==> src/rtl/core/dq_pkg.sv <==
package dq_pkg;

    localparam int DEPTH_DEF = 16;
    localparam int VALUE_W   = 32;
    localparam int POS_W     = 5;
    localparam int COUNT_W   = 5;

    typedef enum logic [1:0] {
        CMD_INS_FRONT = 2'd0,
        CMD_INS_BACK  = 2'd1,
        CMD_DELETE    = 2'd2,
        CMD_DUMP      = 2'd3
    } t_cmd;

    typedef enum logic [1:0] {
        ST_OK     = 2'd0,
        ST_FULL   = 2'd1,
        ST_BADPOS = 2'd2
    } t_status;

    // per-cell move select, load has priority over the shifts
    typedef struct packed {
        logic load;
        logic take_left;
        logic take_right;
    } t_cell_ctrl;

endpackage

==> src/rtl/core/dq_if.sv <==
interface dq_cmd_if;
    logic                             valid;
    logic                             ready;
    logic [1:0]                       cmd;
    logic signed [dq_pkg::VALUE_W-1:0] value;
    logic [dq_pkg::POS_W-1:0]         position;

    modport source (output valid, cmd, value, position, input ready);
    modport sink   (input valid, cmd, value, position, output ready);
endinterface

interface dq_res_if;
    logic                             valid;
    logic                             ready;
    logic signed [dq_pkg::VALUE_W-1:0] item_value;
    logic                             item_valid;
    logic                             last;
    logic [dq_pkg::COUNT_W-1:0]       count;
    logic [1:0]                       status;

    modport source (output valid, item_value, item_valid, last, count, status,
                    input ready);
    modport sink   (input valid, item_value, item_valid, last, count, status,
                    output ready);
endinterface

==> src/rtl/core/dq_cell.sv <==
module dq_cell (
    input  logic                              i_clk,
    input  dq_pkg::t_cell_ctrl                i_ctrl,
    input  logic signed [dq_pkg::VALUE_W-1:0] i_left,
    input  logic signed [dq_pkg::VALUE_W-1:0] i_right,
    input  logic signed [dq_pkg::VALUE_W-1:0] i_load,
    output logic signed [dq_pkg::VALUE_W-1:0] o_data
);

    logic signed [dq_pkg::VALUE_W-1:0] r_data;
    logic signed [dq_pkg::VALUE_W-1:0] n_data;

    always_comb begin
        if (i_ctrl.load) begin
            n_data = i_load;
        end else if (i_ctrl.take_left) begin
            n_data = i_left;
        end else if (i_ctrl.take_right) begin
            n_data = i_right;
        end else begin
            n_data = r_data;
        end
    end

    always_ff @(posedge i_clk) begin
        r_data <= n_data;
    end

    assign o_data = r_data;

endmodule

==> src/rtl/core/deque_with_positional_delete.sv <==
// bounded deque of signed 32-bit entries held in a row of shift cells
// insert front / insert back / delete: result registered the next cycle after acceptance
// dump of n entries: one beat per cycle while beats are taken, through a left rotation of the row
// throughput: one command per cycle while results are taken, dump holds input for its beats
// reset (synchronous, i_rst_n low): queue empty, output beat dropped, cell contents left as is
module deque_with_positional_delete #(
    parameter int DEPTH = dq_pkg::DEPTH_DEF
) (
    input  logic       i_clk,
    input  logic       i_rst_n,
    dq_cmd_if.sink     i_cmd,
    dq_res_if.source   o_res
);

    localparam int CW   = $clog2(DEPTH + 1);
    localparam int CMPW = (CW > dq_pkg::POS_W) ? CW : dq_pkg::POS_W;

    typedef enum logic {
        S_IDLE,
        S_DUMP
    } t_state;

    // control and count
    t_state              r_state, n_state;
    logic [CW-1:0]       r_count, n_count;
    logic [CW-1:0]       r_idx,   n_idx;

    // output beat register
    logic                              r_out_valid, n_out_valid;
    logic signed [dq_pkg::VALUE_W-1:0] r_item_value, n_item_value;
    logic                              r_item_valid, n_item_valid;
    logic                              r_last, n_last;
    logic [dq_pkg::COUNT_W-1:0]        r_count_out, n_count_out;
    dq_pkg::t_status                   r_status, n_status;

    // row of cells
    logic signed [dq_pkg::VALUE_W-1:0] w_cell_data [DEPTH];
    dq_pkg::t_cell_ctrl                w_cell_ctrl [DEPTH];
    logic signed [dq_pkg::VALUE_W-1:0] w_load_bus;

    logic            w_free;      // output slot empty or being drained
    logic            w_fire;
    logic            w_full;
    logic            w_do_front, w_do_back, w_do_del, w_do_rot;
    logic            w_pos_bad;
    logic [CMPW-1:0] w_pos_ext;
    logic [CMPW-1:0] w_count_ext;
    logic [CMPW-1:0] w_ncount_ext;
    logic            w_dump_last;

    assign w_free      = !r_out_valid || o_res.ready;
    assign i_cmd.ready = (r_state == S_IDLE) && w_free;
    assign w_fire      = i_cmd.valid && i_cmd.ready;

    assign w_full      = (r_count == CW'(DEPTH));
    assign w_pos_ext   = CMPW'(i_cmd.position);
    assign w_count_ext = CMPW'(r_count);
    assign w_pos_bad   = (w_pos_ext == '0) || (w_pos_ext > w_count_ext);

    // edits of the row for accepted insert and delete commands
    assign w_do_front = w_fire && (i_cmd.cmd == dq_pkg::CMD_INS_FRONT) && !w_full;
    assign w_do_back  = w_fire && (i_cmd.cmd == dq_pkg::CMD_INS_BACK) && !w_full;
    assign w_do_del   = w_fire && (i_cmd.cmd == dq_pkg::CMD_DELETE) && !w_pos_bad;
    // dump: every beat reads cell 0 and rotates the held entries left by one,
    // so after count beats the row is back in its original order
    assign w_do_rot   = (r_state == S_DUMP) && w_free;

    assign w_dump_last = (r_idx == CW'(r_count - 1'b1));
    assign w_load_bus  = w_do_rot ? w_cell_data[0] : i_cmd.value;

    genvar gi;
    generate
        for (gi = 0; gi < DEPTH; gi++) begin : g_cell
            logic signed [dq_pkg::VALUE_W-1:0] w_left;
            logic signed [dq_pkg::VALUE_W-1:0] w_right;

            if (gi == 0) begin : g_first
                assign w_left = '0;
            end else begin : g_mid_l
                assign w_left = w_cell_data[gi-1];
            end

            if (gi == DEPTH - 1) begin : g_end
                assign w_right = '0;
            end else begin : g_mid_r
                assign w_right = w_cell_data[gi+1];
            end

            always_comb begin
                // front insert loads cell 0, back insert loads the first free cell,
                // rotation wraps cell 0 into the last held cell
                w_cell_ctrl[gi].load = (w_do_front && (gi == 0)) ||
                                       (w_do_back && (r_count == CW'(gi))) ||
                                       (w_do_rot && (r_count == CW'(gi + 1)));
                w_cell_ctrl[gi].take_left  = w_do_front && (gi != 0);
                // delete closes the gap from the deleted position onward
                w_cell_ctrl[gi].take_right = (w_do_del && (CMPW'(gi + 1) >= w_pos_ext)) ||
                                             w_do_rot;
            end

            dq_cell u_cell (
                .i_clk  (i_clk),
                .i_ctrl (w_cell_ctrl[gi]),
                .i_left (w_left),
                .i_right(w_right),
                .i_load (w_load_bus),
                .o_data (w_cell_data[gi])
            );
        end
    endgenerate

    // count reported on the beat, masked to the port width
    assign w_ncount_ext = CMPW'(n_count);

    always_comb begin
        n_state      = r_state;
        n_count      = r_count;
        n_idx        = r_idx;
        n_out_valid  = r_out_valid && !o_res.ready;
        n_item_value = r_item_value;
        n_item_valid = r_item_valid;
        n_last       = r_last;
        n_status     = r_status;

        case (r_state)
            S_IDLE: begin
                if (w_fire) begin
                    n_item_value = '0;
                    n_item_valid = 1'b0;
                    n_last       = 1'b1;
                    n_status     = dq_pkg::ST_OK;
                    n_out_valid  = 1'b1;
                    case (i_cmd.cmd)
                        dq_pkg::CMD_INS_FRONT, dq_pkg::CMD_INS_BACK: begin
                            if (w_full) begin
                                n_status = dq_pkg::ST_FULL;
                            end else begin
                                n_count = r_count + 1'b1;
                            end
                        end
                        dq_pkg::CMD_DELETE: begin
                            if (w_pos_bad) begin
                                n_status = dq_pkg::ST_BADPOS;
                            end else begin
                                n_count = r_count - 1'b1;
                            end
                        end
                        default: begin
                            // dump: empty queue gives a single marker beat
                            if (r_count != '0) begin
                                n_out_valid = 1'b0;
                                n_idx       = '0;
                                n_state     = S_DUMP;
                            end
                        end
                    endcase
                end
            end
            S_DUMP: begin
                if (w_free) begin
                    n_out_valid  = 1'b1;
                    n_item_value = w_cell_data[0];
                    n_item_valid = 1'b1;
                    n_last       = w_dump_last;
                    n_status     = dq_pkg::ST_OK;
                    n_idx        = r_idx + 1'b1;
                    if (w_dump_last) begin
                        n_state = S_IDLE;
                    end
                end
            end
            default: begin
                n_state = S_IDLE;
            end
        endcase

        n_count_out = w_ncount_ext[dq_pkg::COUNT_W-1:0];
    end

    always_ff @(posedge i_clk) begin
        if (!i_rst_n) begin
            r_state     <= S_IDLE;
            r_count     <= '0;
            r_idx       <= '0;
            r_out_valid <= 1'b0;
        end else begin
            r_state     <= n_state;
            r_count     <= n_count;
            r_idx       <= n_idx;
            r_out_valid <= n_out_valid;
        end
        r_item_value <= n_item_value;
        r_item_valid <= n_item_valid;
        r_last       <= n_last;
        r_count_out  <= n_count_out;
        r_status     <= n_status;
    end

    assign o_res.valid      = r_out_valid;
    assign o_res.item_value = r_item_value;
    assign o_res.item_valid = r_item_valid;
    assign o_res.last       = r_last;
    assign o_res.count      = r_count_out;
    assign o_res.status     = r_status;

endmodule
==> src/flat_wrapper.sv <==
// flat-port wrapper written by rule: the top's interface ports become plain ports
module deque_with_positional_delete_flat 
#(
    parameter int DEPTH = dq_pkg::DEPTH_DEF
)
  (i_clk, i_rst_n, i_cmd_valid, i_cmd_cmd, i_cmd_value, i_cmd_position, i_cmd_ready, o_res_valid, o_res_item_value, o_res_item_valid, o_res_last, o_res_count, o_res_status, o_res_ready);
  dq_cmd_if i_cmd_i ();
  dq_res_if o_res_i ();
  input  logic i_clk;
  input  logic i_rst_n;
  input wire logic [$bits(i_cmd_i.valid)-1:0] i_cmd_valid;
  input wire logic [$bits(i_cmd_i.cmd)-1:0] i_cmd_cmd;
  input wire logic [$bits(i_cmd_i.value)-1:0] i_cmd_value;
  input wire logic [$bits(i_cmd_i.position)-1:0] i_cmd_position;
  output wire logic [$bits(i_cmd_i.ready)-1:0] i_cmd_ready;
  output wire logic [$bits(o_res_i.valid)-1:0] o_res_valid;
  output wire logic [$bits(o_res_i.item_value)-1:0] o_res_item_value;
  output wire logic [$bits(o_res_i.item_valid)-1:0] o_res_item_valid;
  output wire logic [$bits(o_res_i.last)-1:0] o_res_last;
  output wire logic [$bits(o_res_i.count)-1:0] o_res_count;
  output wire logic [$bits(o_res_i.status)-1:0] o_res_status;
  input wire logic [$bits(o_res_i.ready)-1:0] o_res_ready;
  assign i_cmd_i.valid = i_cmd_valid;
  assign i_cmd_i.cmd = i_cmd_cmd;
  assign i_cmd_i.value = i_cmd_value;
  assign i_cmd_i.position = i_cmd_position;
  assign i_cmd_ready = i_cmd_i.ready;
  assign o_res_valid = o_res_i.valid;
  assign o_res_item_value = o_res_i.item_value;
  assign o_res_item_valid = o_res_i.item_valid;
  assign o_res_last = o_res_i.last;
  assign o_res_count = o_res_i.count;
  assign o_res_status = o_res_i.status;
  assign o_res_i.ready = o_res_ready;
  deque_with_positional_delete #(.DEPTH(DEPTH)) u_core (.i_clk(i_clk), .i_rst_n(i_rst_n), .i_cmd(i_cmd_i), .o_res(o_res_i));
endmodule
==> config.mk <==
export PLATFORM = sky130hd
export DESIGN_NAME = deque_with_positional_delete_flat
export DESIGN_NICKNAME = d
export VERILOG_FILES = /design/src/rtl/core/dq_pkg.sv /design/src/rtl/core/dq_if.sv /design/src/rtl/core/dq_cell.sv /design/src/rtl/core/deque_with_positional_delete.sv /design/src/flat_wrapper.sv
export SDC_FILE = /design/constraint.sdc
export NUM_CORES = 1
export LEC_CHECK = 0
export ABC_AREA = 1
export BUFFER_PORTS_ARGS = -buffer_cell sky130_fd_sc_hd__buf_2
export CAP_MARGIN = 20
export CORE_UTILIZATION = 40
export DETAILED_ROUTE_END_ITERATION = 12
export GPL_TIMING_DRIVEN = 0
export RECOVER_POWER = 100
export SYNTH_ARGS = -nofsm -noshare
export SYNTH_HDL_FRONTEND = slang
export SYNTH_HIERARCHICAL = 1
export SYNTH_SLANG_ARGS = --single-unit
==> constraint.sdc <==
create_clock -name i_clk -period 5.3 [get_ports i_clk]
set_clock_uncertainty 0.1 [all_clocks]
set_input_delay 1.59 -clock i_clk [delete_from_list [all_inputs] [get_ports i_clk]]
set_output_delay 1.59 -clock i_clk [all_outputs]
set_load 0.05 [all_outputs]
==> impl_metrics.tcl <==
set metrics [dict create \
    drt-total-wl_mm 85.5 \
    avgSynthCellArea_um2 7.20 \
    netlist_area_um2 35000 \
    cts_buffers 66 \
    cts_setup_buffers 0 \
    wl_per_cell_um 13.6 \
    gp_congestion 0.868 \
    die-area_um2 88700 \
    status "complete, but fails checks" \
    fin_ws_ns 0.432 \
    power_mw 11.3 \
    violations "capacitance limit, slew limit" \
    setup_viol 0 \
    power_leakage_nw 20.7 \
    max_slew_margin -0.752 \
    critPathCaptureType "flop" \
    synth_area_leaders "edfxtp_1, nand2_1, inv_1" \
    num_rows 108 \
    hold_viol_final 0 \
    drc 0 \
    grt_max_degree 37 \
    synthCells 4866 \
    ctsHoldBuffers 0 \
    regToRegSetupSlack_ns 1.04 \
    drv_cap 1 \
    cts_tree "done" \
    clk_latency_ns 0.62 \
    num_vias 27200 \
    hold_depth 2 \
    htree_levels 3 \
    utilization 0.453 \
    crit_type "primary input to flop" \
    drive_gt1_frac 0.0732 \
    ys.flop_type "edfxtp_1" \
    syn2layout_area_growth_pct 12.3 \
    dr.pass1.iters 5 \
    overflow 0 \
    antenna_found_initial 1 \
    fp.dieW_um 298 \
    core-area_um2 86800 \
    start_util 0.404 \
    synth_most_common_cell "nand2_1" \
    cts_buffer_depth 3 \
    crit_path_max_fanout 23 \
    r2r_cells 15 \
    viasPerCell 4.32 \
    finalMaxSlewViolations 17 \
    yosys_warnings 6 \
    synthArstFlopShare 0 \
    finalNetCount 5156 \
    period_minus_slack_ns 4.87 \
    antenna_cells 0 \
    worst_slew_pin_slew_ns 2.60 \
    clk_pin_slew_ns 0.06 \
    numPortBuffers 85 \
    power_density_nw_per_um2 288 \
    cts_sinks 565 \
    synth_top_cell_area_share 0.470 \
    drt_iter0_drc 1591 \
    ir_drop_uv 231 \
    grt_pass1_wl_mm 140 \
    hpwl_mm 69.8 \
    ioPinCount 86 \
    fin_crit_sh 0.919 \
    ant_nets 0 \
    synth.largest_area_cell "edfxtp_1" \
    fin_area_um2 39300 \
    rsz0062_at_grt "false" \
    critPathRequiredTime_ns 5.51 \
    cts_resized 0 \
    grt_pass1_vias 26300 \
    yosys_register_bits 565 \
    cp-start-kind "primary input" \
    yosysSeqAreaShare 0.480 \
    ys_top_cells_by_count "nand2_1, inv_1, edfxtp_1" \
    placed_cells_incl_taps 6188 \
    grt.total_usage 0.195 \
    ys_types 34 \
    cts.root.buffer_cell "clkbuf_16" \
    synth_edf_count 548 \
    placed_area_um2 37600 \
    clock.fmax_mhz 205 \
    preCtsSetupSlack_ns 0.159 \
    stdcell_count 6304 \
    timing.critical_path.arrival_ns 5.08 \
    die_h_um 298 \
    hp-class "flop to flop" \
]
## worst max-delay path, cell delays in order
cell and delay (ns):
buf_2 0.07, inv_1 0.03, nand2_1 0.07, inv_1 0.09
nor2_1 0.53, inv_1 0.31, clkbuf_1 0.28, o22ai_1 0.74
clkbuf_1 0.41, inv_4 0.11, buf_4 0.20, nand2_1 0.40
buf_16 0.23
## through the flow
stage                     TNS, ns  hold WS (ns)
final                           0         0.404
after global routing            0         0.446
after CTS                       0         0.414
after detailed placement        0         0.406
after global placement    -812.49         0.377
after floorplan                 0         0.355
## per-layer routing
metal | share of wire | wire length (um) | track usage
met5 | 0 | 0 | 0
met4 | 0.025 | 2130 | 0.0567
met3 | 0.048 | 4080 | 0.0253
met2 | 0.45 | 38800 | 0.324
met1 | 0.47 | 40500 | 0.266
## where the power goes
part           leakage (nW)  internal [mW]  switching, mW
Sequential             5.22           5.33          0.160
Combinational          14.5          0.489           1.07
Clock                 0.962           2.47           1.82
## final cells by class
cell class	count	area, um2
sequential	565	16800
tap	1155	1450
inverter	1130	4320
clock inverter	19	175
clock buffer	97	1810
fill	9058	47400
buffer	241	1740
multi-input combinational	2994	12200
timing repair buffer	103	833
## final timing paths
kind | end | startpoint
hold reg to reg | u_core/r_idx[4] | u_core/r_idx[4]
setup / recovery | u_core/g_cell[14].u_cell/o_data[15] | o_res_ready
hold / removal | u_core/r_idx[4] | u_core/r_idx[4]
setup reg to reg | u_core/g_cell[14].u_cell/o_data[15] | u_core/r_count[0]
## flip-flops by register name, indices dropped and copies added, names as in the netlist
name / cells
u_core/o_res.item_value: 32
u_core/o_res.count: 5
u_core/o_res.valid: 1
u_core/r_count: 5
u_core/o_res.last: 1
u_core/r_state: 1
u_core/r_idx: 5
u_core/o_res.status: 2
u_core/g_cell.u_cell/o_data: 512
u_core/o_res.item_valid: 1
## kinds of logic (layout without fill, tap and decap cells)
group                      Yosys count  after routing  synth area share
AOI/OAI and AO/OA                   48             48           0.00786
xor gates and xnor gates             8              8           0.00200
adders and majority gates           12             12           0.00429
buffers and inverters             1371           1590             0.177
DFF                                565            565             0.480
other                                1             65          0.000107
and+or+nand+nor                   2861           2861             0.329
## cells in the final DEF (no fill, tap or decap), types with 2 or more instances in the layout
master and instances:
clkbuf_1 124, nand4_1 3, clkbuf_16 67, inv_6 4
nand3_1 526, clkinv_2 5, inv_1 1094, conb_1 65
inv_2 4, nor2_2 5, nor3_1 3, nor2_1 53
o21ai_0 19, xor2_1 7, buf_16 16, nand2_1 2263
clkbuf_8 2, o211ai_1 2, clkinv_1 6, buf_4 75
ha_1 12, bufinv_16 2, buf_2 90, dfxtp_1 17
clkinv_8 2, a21oi_1 11, buf_6 67, o22ai_1 14
inv_4 32, edfxtp_1 548
Power figures use the tool's default switching activity.
